## src/sv/hpcs_pkg.sv

```systemverilog
package hpcs_pkg;

    localparam int TEMP_W  = 12;
    localparam int TIMER_W = 16;
    localparam int CFG_W   = 16;
    localparam int CFG_IDX_W = 3;

    typedef logic signed [TEMP_W-1:0] temp_t;
    typedef logic [TIMER_W-1:0]       timer_t;

    typedef enum logic [1:0] {
        CMD_UPDATE = 2'd0,
        CMD_TICK   = 2'd1,
        CMD_STOP   = 2'd2
    } cmd_t;

    typedef enum logic [1:0] {
        FAN_OFF  = 2'd0,
        FAN_LOW  = 2'd1,
        FAN_HIGH = 2'd2
    } fan_t;

    typedef enum logic [CFG_IDX_W-1:0] {
        REG_OUTDOOR_LOW_SPEED_TEMP  = 3'd0,
        REG_OUTDOOR_HIGH_SPEED_TEMP = 3'd1,
        REG_INDOOR_SPEED_TEMP       = 3'd2,
        REG_DEFROST_START_TEMP      = 3'd3,
        REG_DEFROST_END_TEMP        = 3'd4,
        REG_DEFROST_HOLDOFF_SECONDS = 3'd5,
        REG_DEFROST_MAX_SECONDS     = 3'd6,
        REG_DRAIN_SECONDS           = 3'd7
    } cfg_idx_t;

    localparam logic signed [TEMP_W:0] IN_FAN_HYST = 13'sd3;

    // fields listed from the highest bit down
    typedef struct packed {
        logic [5:0] pad;
        logic       drain_active;
        logic       defrost_active;
        logic [1:0] mode_code;
        logic       compressor_on;
        logic       valve_on;
        logic [1:0] indoor_fan_speed;
        logic [1:0] outdoor_fan_speed;
    } result_t;

endpackage

```

## src/sv/heat_pump_cooling_sequencer.sv

```systemverilog
// Cooling sequencer for a heat pump. Each transfer on the input stream is an update
// (three coil temperatures in signed tenths of a degree), a one second tick, or a stop,
// selected by s_tuser; every input transfer yields exactly one result transfer carrying
// fan speeds, relay states and the current mode. The whole decision for one item is
// made combinationally from the state registers, so the block takes one item per
// clock; results pass through an output register backed by a one-entry skid register,
// and the input only stalls once both are full. The user must write thresholds and timeouts
// via the configuration port only while the block is idle; the block does not enforce it.
module heat_pump_cooling_sequencer #(
    parameter int VALVE_DELAY_SECONDS      = 60,
    parameter int COMPRESSOR_DELAY_SECONDS = 180
) (
    input  logic                               aclk,
    input  logic                               aresetn,
    input  logic                               s_tvalid,
    output logic                               s_tready,
    // outdoor_coil_temp, indoor_coil_temp, indoor_exchanger_temp, zero fill
    input  logic [39:0]                        s_tdata,
    // command
    input  logic [1:0]                         s_tuser,
    output logic                               m_tvalid,
    input  logic                               m_tready,
    // outdoor_fan_speed, indoor_fan_speed, valve_on, compressor_on, mode_code,
    // defrost_active, drain_active, zero fill
    output logic [15:0]                        m_tdata,
    input  logic                               cfg_wr_en,
    input  logic [hpcs_pkg::CFG_IDX_W-1:0]     cfg_index,
    input  logic [hpcs_pkg::CFG_W-1:0]         cfg_wdata
);
    import hpcs_pkg::*;

    typedef enum logic [1:0] {
        MODE_IDLE    = 2'd0,
        MODE_COOL    = 2'd1,
        MODE_DEFROST = 2'd2,
        MODE_DRAIN   = 2'd3
    } mode_t;

    localparam timer_t VALVE_DELAY = TIMER_W'(VALVE_DELAY_SECONDS);
    localparam timer_t COMP_DELAY  = TIMER_W'(COMPRESSOR_DELAY_SECONDS);

    temp_t  out_low_reg, out_high_reg, in_speed_reg, dfr_start_reg, dfr_end_reg;
    timer_t holdoff_sec_reg, dfr_max_reg, drain_sec_reg;

    mode_t  mode_reg, mode_next;
    logic   out_mem_reg, out_mem_next, in_mem_reg, in_mem_next;
    fan_t   out_fan_reg, out_fan_next, in_fan_reg, in_fan_next;
    logic   valve_reg, valve_next, comp_reg, comp_next;
    timer_t valve_tmr_reg, valve_tmr_next, comp_tmr_reg, comp_tmr_next;
    timer_t hold_tmr_reg, hold_tmr_next, dfr_tmr_reg, dfr_tmr_next;
    timer_t drain_tmr_reg, drain_tmr_next;

    result_t result;
    result_t out_data_reg, skid_data_reg;
    logic    out_vld_reg, skid_vld_reg;

    temp_t t_out, t_in, t_exch;
    logic signed [TEMP_W:0] in_hi, in_lo, t_in_x;
    logic in_fire;

    assign t_out  = temp_t'(s_tdata[11:0]);
    assign t_in   = temp_t'(s_tdata[23:12]);
    assign t_exch = temp_t'(s_tdata[35:24]);
    assign t_in_x = {t_in[TEMP_W-1], t_in};
    assign in_hi  = {in_speed_reg[TEMP_W-1], in_speed_reg} + IN_FAN_HYST;
    assign in_lo  = {in_speed_reg[TEMP_W-1], in_speed_reg} - IN_FAN_HYST;

    assign s_tready = !skid_vld_reg;
    assign in_fire  = s_tvalid && s_tready;
    assign m_tvalid = out_vld_reg;
    assign m_tdata  = out_data_reg;

    function automatic timer_t sat_inc(input timer_t t);
        return (t == '1) ? t : t + 1'b1;
    endfunction

    always_comb begin
        mode_next      = mode_reg;
        out_mem_next   = out_mem_reg;
        in_mem_next    = in_mem_reg;
        out_fan_next   = out_fan_reg;
        in_fan_next    = in_fan_reg;
        valve_next     = valve_reg;
        comp_next      = comp_reg;
        valve_tmr_next = valve_tmr_reg;
        comp_tmr_next  = comp_tmr_reg;
        hold_tmr_next  = hold_tmr_reg;
        dfr_tmr_next   = dfr_tmr_reg;
        drain_tmr_next = drain_tmr_reg;
        case (s_tuser)
            CMD_UPDATE: begin
                if (mode_reg == MODE_IDLE) begin
                    mode_next      = MODE_COOL;
                    valve_tmr_next = '0;
                end
                unique case (mode_next)
                    MODE_COOL: begin
                        if (t_out >= out_high_reg) begin
                            out_fan_next = FAN_HIGH;
                            out_mem_next = 1'b1;
                        end else if (t_out <= out_low_reg) begin
                            out_fan_next = FAN_LOW;
                            out_mem_next = 1'b0;
                        end else begin
                            out_fan_next = out_mem_reg ? FAN_HIGH : FAN_LOW;
                        end
                        if (t_in_x >= in_hi) begin
                            in_fan_next = FAN_HIGH;
                            in_mem_next = 1'b1;
                        end else if (t_in_x <= in_lo) begin
                            in_fan_next = FAN_LOW;
                            in_mem_next = 1'b0;
                        end else begin
                            in_fan_next = in_mem_reg ? FAN_HIGH : FAN_LOW;
                        end
                        if (!valve_reg && valve_tmr_next >= VALVE_DELAY) begin
                            valve_next    = 1'b1;
                            comp_tmr_next = '0;
                        end
                        if (!comp_reg && valve_next && comp_tmr_next >= COMP_DELAY) begin
                            comp_next     = 1'b1;
                            hold_tmr_next = '0;
                        end
                        if (comp_next && t_exch <= dfr_start_reg
                                && hold_tmr_next >= holdoff_sec_reg) begin
                            mode_next    = MODE_DEFROST;
                            dfr_tmr_next = '0;
                        end
                    end
                    MODE_DEFROST: begin
                        out_fan_next = FAN_OFF;
                        in_fan_next  = FAN_OFF;
                        valve_next   = 1'b0;
                        comp_next    = 1'b0;
                        if (dfr_tmr_reg >= dfr_max_reg || t_exch >= dfr_end_reg) begin
                            mode_next      = MODE_DRAIN;
                            drain_tmr_next = '0;
                        end
                    end
                    MODE_DRAIN: begin
                        if (drain_tmr_reg >= drain_sec_reg) begin
                            mode_next = MODE_IDLE;
                        end
                    end
                    default: ;
                endcase
            end
            CMD_TICK: begin
                valve_tmr_next = sat_inc(valve_tmr_reg);
                comp_tmr_next  = sat_inc(comp_tmr_reg);
                hold_tmr_next  = sat_inc(hold_tmr_reg);
                dfr_tmr_next   = sat_inc(dfr_tmr_reg);
                drain_tmr_next = sat_inc(drain_tmr_reg);
            end
            CMD_STOP: begin
                out_fan_next = FAN_OFF;
                in_fan_next  = FAN_OFF;
                valve_next   = 1'b0;
                comp_next    = 1'b0;
                out_mem_next = 1'b1;
                in_mem_next  = 1'b1;
                mode_next    = MODE_IDLE;
            end
            default: ;
        endcase

        result                   = '0;
        result.outdoor_fan_speed = out_fan_next;
        result.indoor_fan_speed  = in_fan_next;
        result.valve_on          = valve_next;
        result.compressor_on     = comp_next;
        result.mode_code         = mode_next;
        result.defrost_active    = (mode_next == MODE_DEFROST);
        result.drain_active      = (mode_next == MODE_DRAIN);
    end

    always_ff @(posedge aclk) begin
        if (!aresetn) begin
            out_low_reg     <= 12'sd250;
            out_high_reg    <= 12'sd350;
            in_speed_reg    <= 12'sd240;
            dfr_start_reg   <= -12'sd50;
            dfr_end_reg     <= 12'sd100;
            holdoff_sec_reg <= 16'd1800;
            dfr_max_reg     <= 16'd600;
            drain_sec_reg   <= 16'd120;
        end else if (cfg_wr_en) begin
            unique case (cfg_idx_t'(cfg_index))
                REG_OUTDOOR_LOW_SPEED_TEMP:  out_low_reg     <= temp_t'(cfg_wdata[11:0]);
                REG_OUTDOOR_HIGH_SPEED_TEMP: out_high_reg    <= temp_t'(cfg_wdata[11:0]);
                REG_INDOOR_SPEED_TEMP:       in_speed_reg    <= temp_t'(cfg_wdata[11:0]);
                REG_DEFROST_START_TEMP:      dfr_start_reg   <= temp_t'(cfg_wdata[11:0]);
                REG_DEFROST_END_TEMP:        dfr_end_reg     <= temp_t'(cfg_wdata[11:0]);
                REG_DEFROST_HOLDOFF_SECONDS: holdoff_sec_reg <= cfg_wdata;
                REG_DEFROST_MAX_SECONDS:     dfr_max_reg     <= cfg_wdata;
                REG_DRAIN_SECONDS:           drain_sec_reg   <= cfg_wdata;
                default: ;
            endcase
        end
    end

    always_ff @(posedge aclk) begin
        if (!aresetn) begin
            mode_reg      <= MODE_IDLE;
            out_mem_reg   <= 1'b1;
            in_mem_reg    <= 1'b1;
            out_fan_reg   <= FAN_OFF;
            in_fan_reg    <= FAN_OFF;
            valve_reg     <= 1'b0;
            comp_reg      <= 1'b0;
            valve_tmr_reg <= '0;
            comp_tmr_reg  <= '0;
            hold_tmr_reg  <= '0;
            dfr_tmr_reg   <= '0;
            drain_tmr_reg <= '0;
        end else if (in_fire) begin
            mode_reg      <= mode_next;
            out_mem_reg   <= out_mem_next;
            in_mem_reg    <= in_mem_next;
            out_fan_reg   <= out_fan_next;
            in_fan_reg    <= in_fan_next;
            valve_reg     <= valve_next;
            comp_reg      <= comp_next;
            valve_tmr_reg <= valve_tmr_next;
            comp_tmr_reg  <= comp_tmr_next;
            hold_tmr_reg  <= hold_tmr_next;
            dfr_tmr_reg   <= dfr_tmr_next;
            drain_tmr_reg <= drain_tmr_next;
        end
    end

    // output register with one skid entry behind it
    always_ff @(posedge aclk) begin
        if (!aresetn) begin
            out_vld_reg  <= 1'b0;
            skid_vld_reg <= 1'b0;
        end else if (!out_vld_reg || m_tready) begin
            if (skid_vld_reg) begin
                out_vld_reg  <= 1'b1;
                skid_vld_reg <= 1'b0;
            end else begin
                out_vld_reg <= in_fire;
            end
        end else if (in_fire) begin
            skid_vld_reg <= 1'b1;
        end
    end

    always_ff @(posedge aclk) begin
        if (!out_vld_reg || m_tready) begin
            out_data_reg <= skid_vld_reg ? skid_data_reg : result;
        end else if (in_fire) begin
            skid_data_reg <= result;
        end
    end

endmodule
```

## config.mk

```make
export PLATFORM = sky130hd
export DESIGN_NAME = heat_pump_cooling_sequencer
export DESIGN_NICKNAME = d
export VERILOG_FILES = /design/src/sv/hpcs_pkg.sv /design/src/sv/heat_pump_cooling_sequencer.sv
export SDC_FILE = /design/constraint.sdc
export NUM_CORES = 1
export LEC_CHECK = 0
export BUFFER_PORTS_ARGS = -buffer_cell sky130_fd_sc_hd__buf_4
export CORE_ASPECT_RATIO = 1.5
export CORE_UTILIZATION = 45
export CTS_BUF_LIST = sky130_fd_sc_hd__clkbuf_4 sky130_fd_sc_hd__clkbuf_8 sky130_fd_sc_hd__clkbuf_16
export DETAILED_ROUTE_END_ITERATION = 12
export MAX_ROUTING_LAYER = met4
export SYNTH_ARGS = -nofsm -noshare
export SYNTH_HDL_FRONTEND = slang
export SYNTH_SLANG_ARGS = --single-unit
```

## constraint.sdc

```tcl
create_clock -name aclk -period 5.4 [get_ports aclk]
set_input_delay 0.54 -clock aclk [delete_from_list [all_inputs] [get_ports aclk]]
set_output_delay 0.54 -clock aclk [all_outputs]
set_load 0.05 [all_outputs]
```

==> run_results.csv <==
group,metric,value,unit
outcome,status,"finished clean",
sta,grt_setup_unrepaired,"false",
worst_setup_path,end_kind,"register",
route,drt_wl_total,34200,um
grt,grt_max_degree,68,
sta,setup_ws,1.38,ns
worst_setup_path,startpoint_type,"register",
route,drt_iter0_markers,752,
sta,timing.hold.ws,0.280,ns
logic_synthesis,yosysWarnings,0,
worst_hold_path,hold_path_class,"input pin to register",
power,vdd_drop_max,0.202,mV
logic_synthesis,synth.avg_cell_area,7.89,um^2
logic_synthesis,ys_types,79,
cts,clkSinkCount,220,
cts,path_clk_slew,0.06,ns
logic_synthesis,yosysSeqAreaShare,35.5,%
worst_setup_path,arrival,4.31,ns
worst_setup_path,path_class,"register to register",
worst_setup_path,slowest_delay,0.61,ns
worst_setup_path,crit_path_start,"in_speed_reg[2]",
sta,finalHoldViolCount,0,
sta,fin_crit_sh,74.4,%
floorplanning,chipWidth,141,um
cts,post_cts_buffers,0,
cells_and_area,fillers,2734,
route,via_per_inst,5.65,
sta,slew_headroom,16.5,%
route,post-route-drc-count,0,
floorplanning,core,0.0282,mm^2
logic_synthesis,synth_edf_count,20,
floorplanning,pin_count,84,
grt,antenna_found_initial,1,
floorplanning,die_area,0.0295,mm^2
worst_setup_path,crit_buf_inv,0,
floorplanning,initial_core_util,46.1,%
route,wl_per_cell,16.8,um
cells_and_area,area_growth,11.9,%
grt,grt_overflow,0,
worst_hold_path,hp-start,"cfg_wdata[12]",
cells_and_area,nNetsFinal,1868,
logic_synthesis,syn_inst,1644,
floorplanning,core.rowCount,75,
job,max-cap-violations,0,
placement,portBuffers,73,
worst_setup_path,required,5.69,ns
sta,worstMarginPinSlew,1.25,ns
cells_and_area,drive_above_1_share,9.93,%
route,firstDrtPassIters,5,
cts,clk_latency,0.54,ns
cts,htreeDepth,1,
worst_setup_path,path_max_fanout,10,
cts,cts_buffer_depth,3,
worst_setup_path,cp_slowest_cell,"or4_1",
cells_and_area,fin_cells,2038,
placement,hpwl,25100,um
grt,grt_pass1_vias,11000,
grt,track_usage,24.2,%
logic_synthesis,netlist_area,0.0130,mm^2
sta,setup_violations,0,
cts,numCtsBuffers,23,
floorplanning,dieHeight,210,um
sta,max_freq,0.249,GHz
sta,drv_slew,0,
cts,cts_tree,"done",
cells_and_area,layout_common_cells,"nand2_1 (294), dfxtp_1 (200), a21oi_1 (150)",
cts,cts-resized-gates,0,
sta,finClkSkew,0.0259,ns
route,drtAntennaViolNets,0,
logic_synthesis,async_flop_share,0,%
cells_and_area,mostFrequentLayoutCell,"nand2_1",
grt,grt_pass1_wl,55500,um
logic_synthesis,synth_seq_cells,220,
worst_setup_path,crit_chain,"or4_1 -> a211oi_1 -> nor2b_1 -> nand2_1 -> xor2_1 -> ha_1 -> nand3_1 -> o22ai_1 -> nor4b_1 -> a211o_1 -> or3b_2 -> a22o_1 -> mux2_2",
placement,pre_cts_ws,1.40,ns
power,cellLeakagePower,5.74,nW
logic_synthesis,synth-main-ff-cell,"dfxtp_1",
power,power.density,263,mW/mm^2
placement,dp_cells,1995,
sta,finalSetupTns,0,ns
cts,cts.hold.buffers_added,0,
cts,clockRootBuffer,"clkbuf_16",
worst_setup_path,r2r_start,"in_speed_reg[2]",
placement,place.gp.congestion,0.851,
sta,min_period,4.02,ns
worst_setup_path,cpLargestDelayFamily,"simple AND/OR/NAND/NOR gates",
route,num_vias,11500,
[metrics by stage]
| stage | util (%) | instance area (um^2) | power (mW) |
|---|---|---|---|
| floorplan | - | 13000 | 2.02 |
| global placement | 48.7 | 13700 | 2.16 |
| detailed placement | 48.7 | 13700 | 2.17 |
| CTS | 51.6 | 14500 | 3.87 |
| global route | 51.6 | 14500 | 3.97 |
| finish | 51.6 | 14500 | 3.82 |
[synthesized netlist by cell type, types with 4 or more instances]
| cell | n | area (um^2) |
|---|---|---|
| o21ai_0 | 72 | 360 |
| a21o_1 | 8 | 60.1 |
| and2_1 | 7 | 43.8 |
| a31o_2 | 4 | 35.0 |
| nand2b_1 | 20 | 125 |
| ha_1 | 128 | 1600 |
| buf_4 | 6 | 45.0 |
| or2_2 | 4 | 25.0 |
| a31oi_1 | 23 | 144 |
| o21a_1 | 8 | 60.1 |
| mux2i_1 | 6 | 60.1 |
| a211o_1 | 6 | 52.6 |
| inv_1 | 118 | 443 |
| a2bb2oi_1 | 5 | 43.8 |
| a211oi_1 | 15 | 113 |
| o2111ai_1 | 5 | 43.8 |
| clkbuf_1 | 62 | 233 |
| or3_1 | 4 | 25.0 |
| and3_1 | 17 | 106 |
| o21ai_1 | 4 | 20.0 |
| mux2_2 | 6 | 67.6 |
| nand3_1 | 60 | 300 |
| nor4_1 | 14 | 87.6 |
| a22oi_1 | 4 | 30.0 |
| nand4_1 | 28 | 175 |
| a32o_1 | 4 | 40.0 |
| and4_1 | 5 | 43.8 |
| nor2_1 | 108 | 405 |
| nand2_1 | 294 | 1100 |
| edfxtp_1 | 20 | 601 |
| or4_1 | 5 | 37.5 |
| xor2_1 | 11 | 96.3 |
| a21oi_1 | 150 | 751 |
| o31ai_1 | 10 | 75.1 |
| dfxtp_1 | 200 | 4000 |
| o211ai_1 | 41 | 308 |
| xnor2_1 | 18 | 158 |
| a32oi_1 | 5 | 43.8 |
| nor2b_1 | 28 | 175 |
| nor3_1 | 30 | 150 |
| clkbuf_2 | 12 | 60.1 |
| nand3b_1 | 7 | 52.6 |
| buf_1 | 4 | 15.0 |
[cells by family (layout without fill, tap and decap cells)]
kind of cell,count (synthesis),after routing,synth area share (%)
buffers and inverters,208,250,6.39
flip-flops,220,220,35.5
adder cells (fa/ha/maj),128,128,12.3
AO/OA/AOI/OAI,404,404,19.9
multiplexers,12,12,0.984
AND/OR/NAND/NOR,642,642,22.9
other,1,7,0.0289
XOR/XNOR,29,29,1.96
[final timing paths]
kind / to / slack [ns] / cells past startpoint
min: drain_sec_reg[12] / 0.28 / 3
max: m_tdata[3] / 1.38 / 13
max reg2reg: m_tdata[3] / 1.38 / 13
min reg2reg: out_low_reg[2] / 0.45 / 2
[worst register-to-register path, stage by stage, from the launching register on]
cell      delay [ns]
dfxtp_1         0.40
or4_1           0.61
a211oi_1        0.29
nor2b_1         0.23
nand2_1         0.08
xor2_1          0.15
ha_1            0.30
nand3_1         0.13
o22ai_1         0.10
nor4b_1         0.26
a211o_1         0.23
or3b_2          0.52
a22o_1          0.21
mux2_2          0.26
[per-layer routing]
metal / global-route usage [%] / routed length [um] / part of all wire [%]
met5: - / 0 / 0
met4: 8.81 / 949 / 2.8
met3: 2.73 / 1210 / 3.5
met2: 44.8 / 18000 / 53
met1: 26.4 / 14100 / 41
[cell type report]
type                    count  area [um^2]  area share [%]
diodes                      1         2.50          0.0172
flip-flops and latches    220         4600            31.7
clock inverters            12          156            1.08
inverters                 120          452            3.11
repair buffers             88          661            4.55
well taps                 346          433            2.98
multi-input cells        1221         7560            52.1
clock buffers              30          647            4.46
[power by group]
| part | internal [mW] | switching, mW |
|---|---|---|
| Sequential | 1.68 | 0.0248 |
| Combinational | 0.146 | 0.275 |
| Clock | 0.997 | 0.696 |
Note: power is estimated with default switching activity, not from simulation.
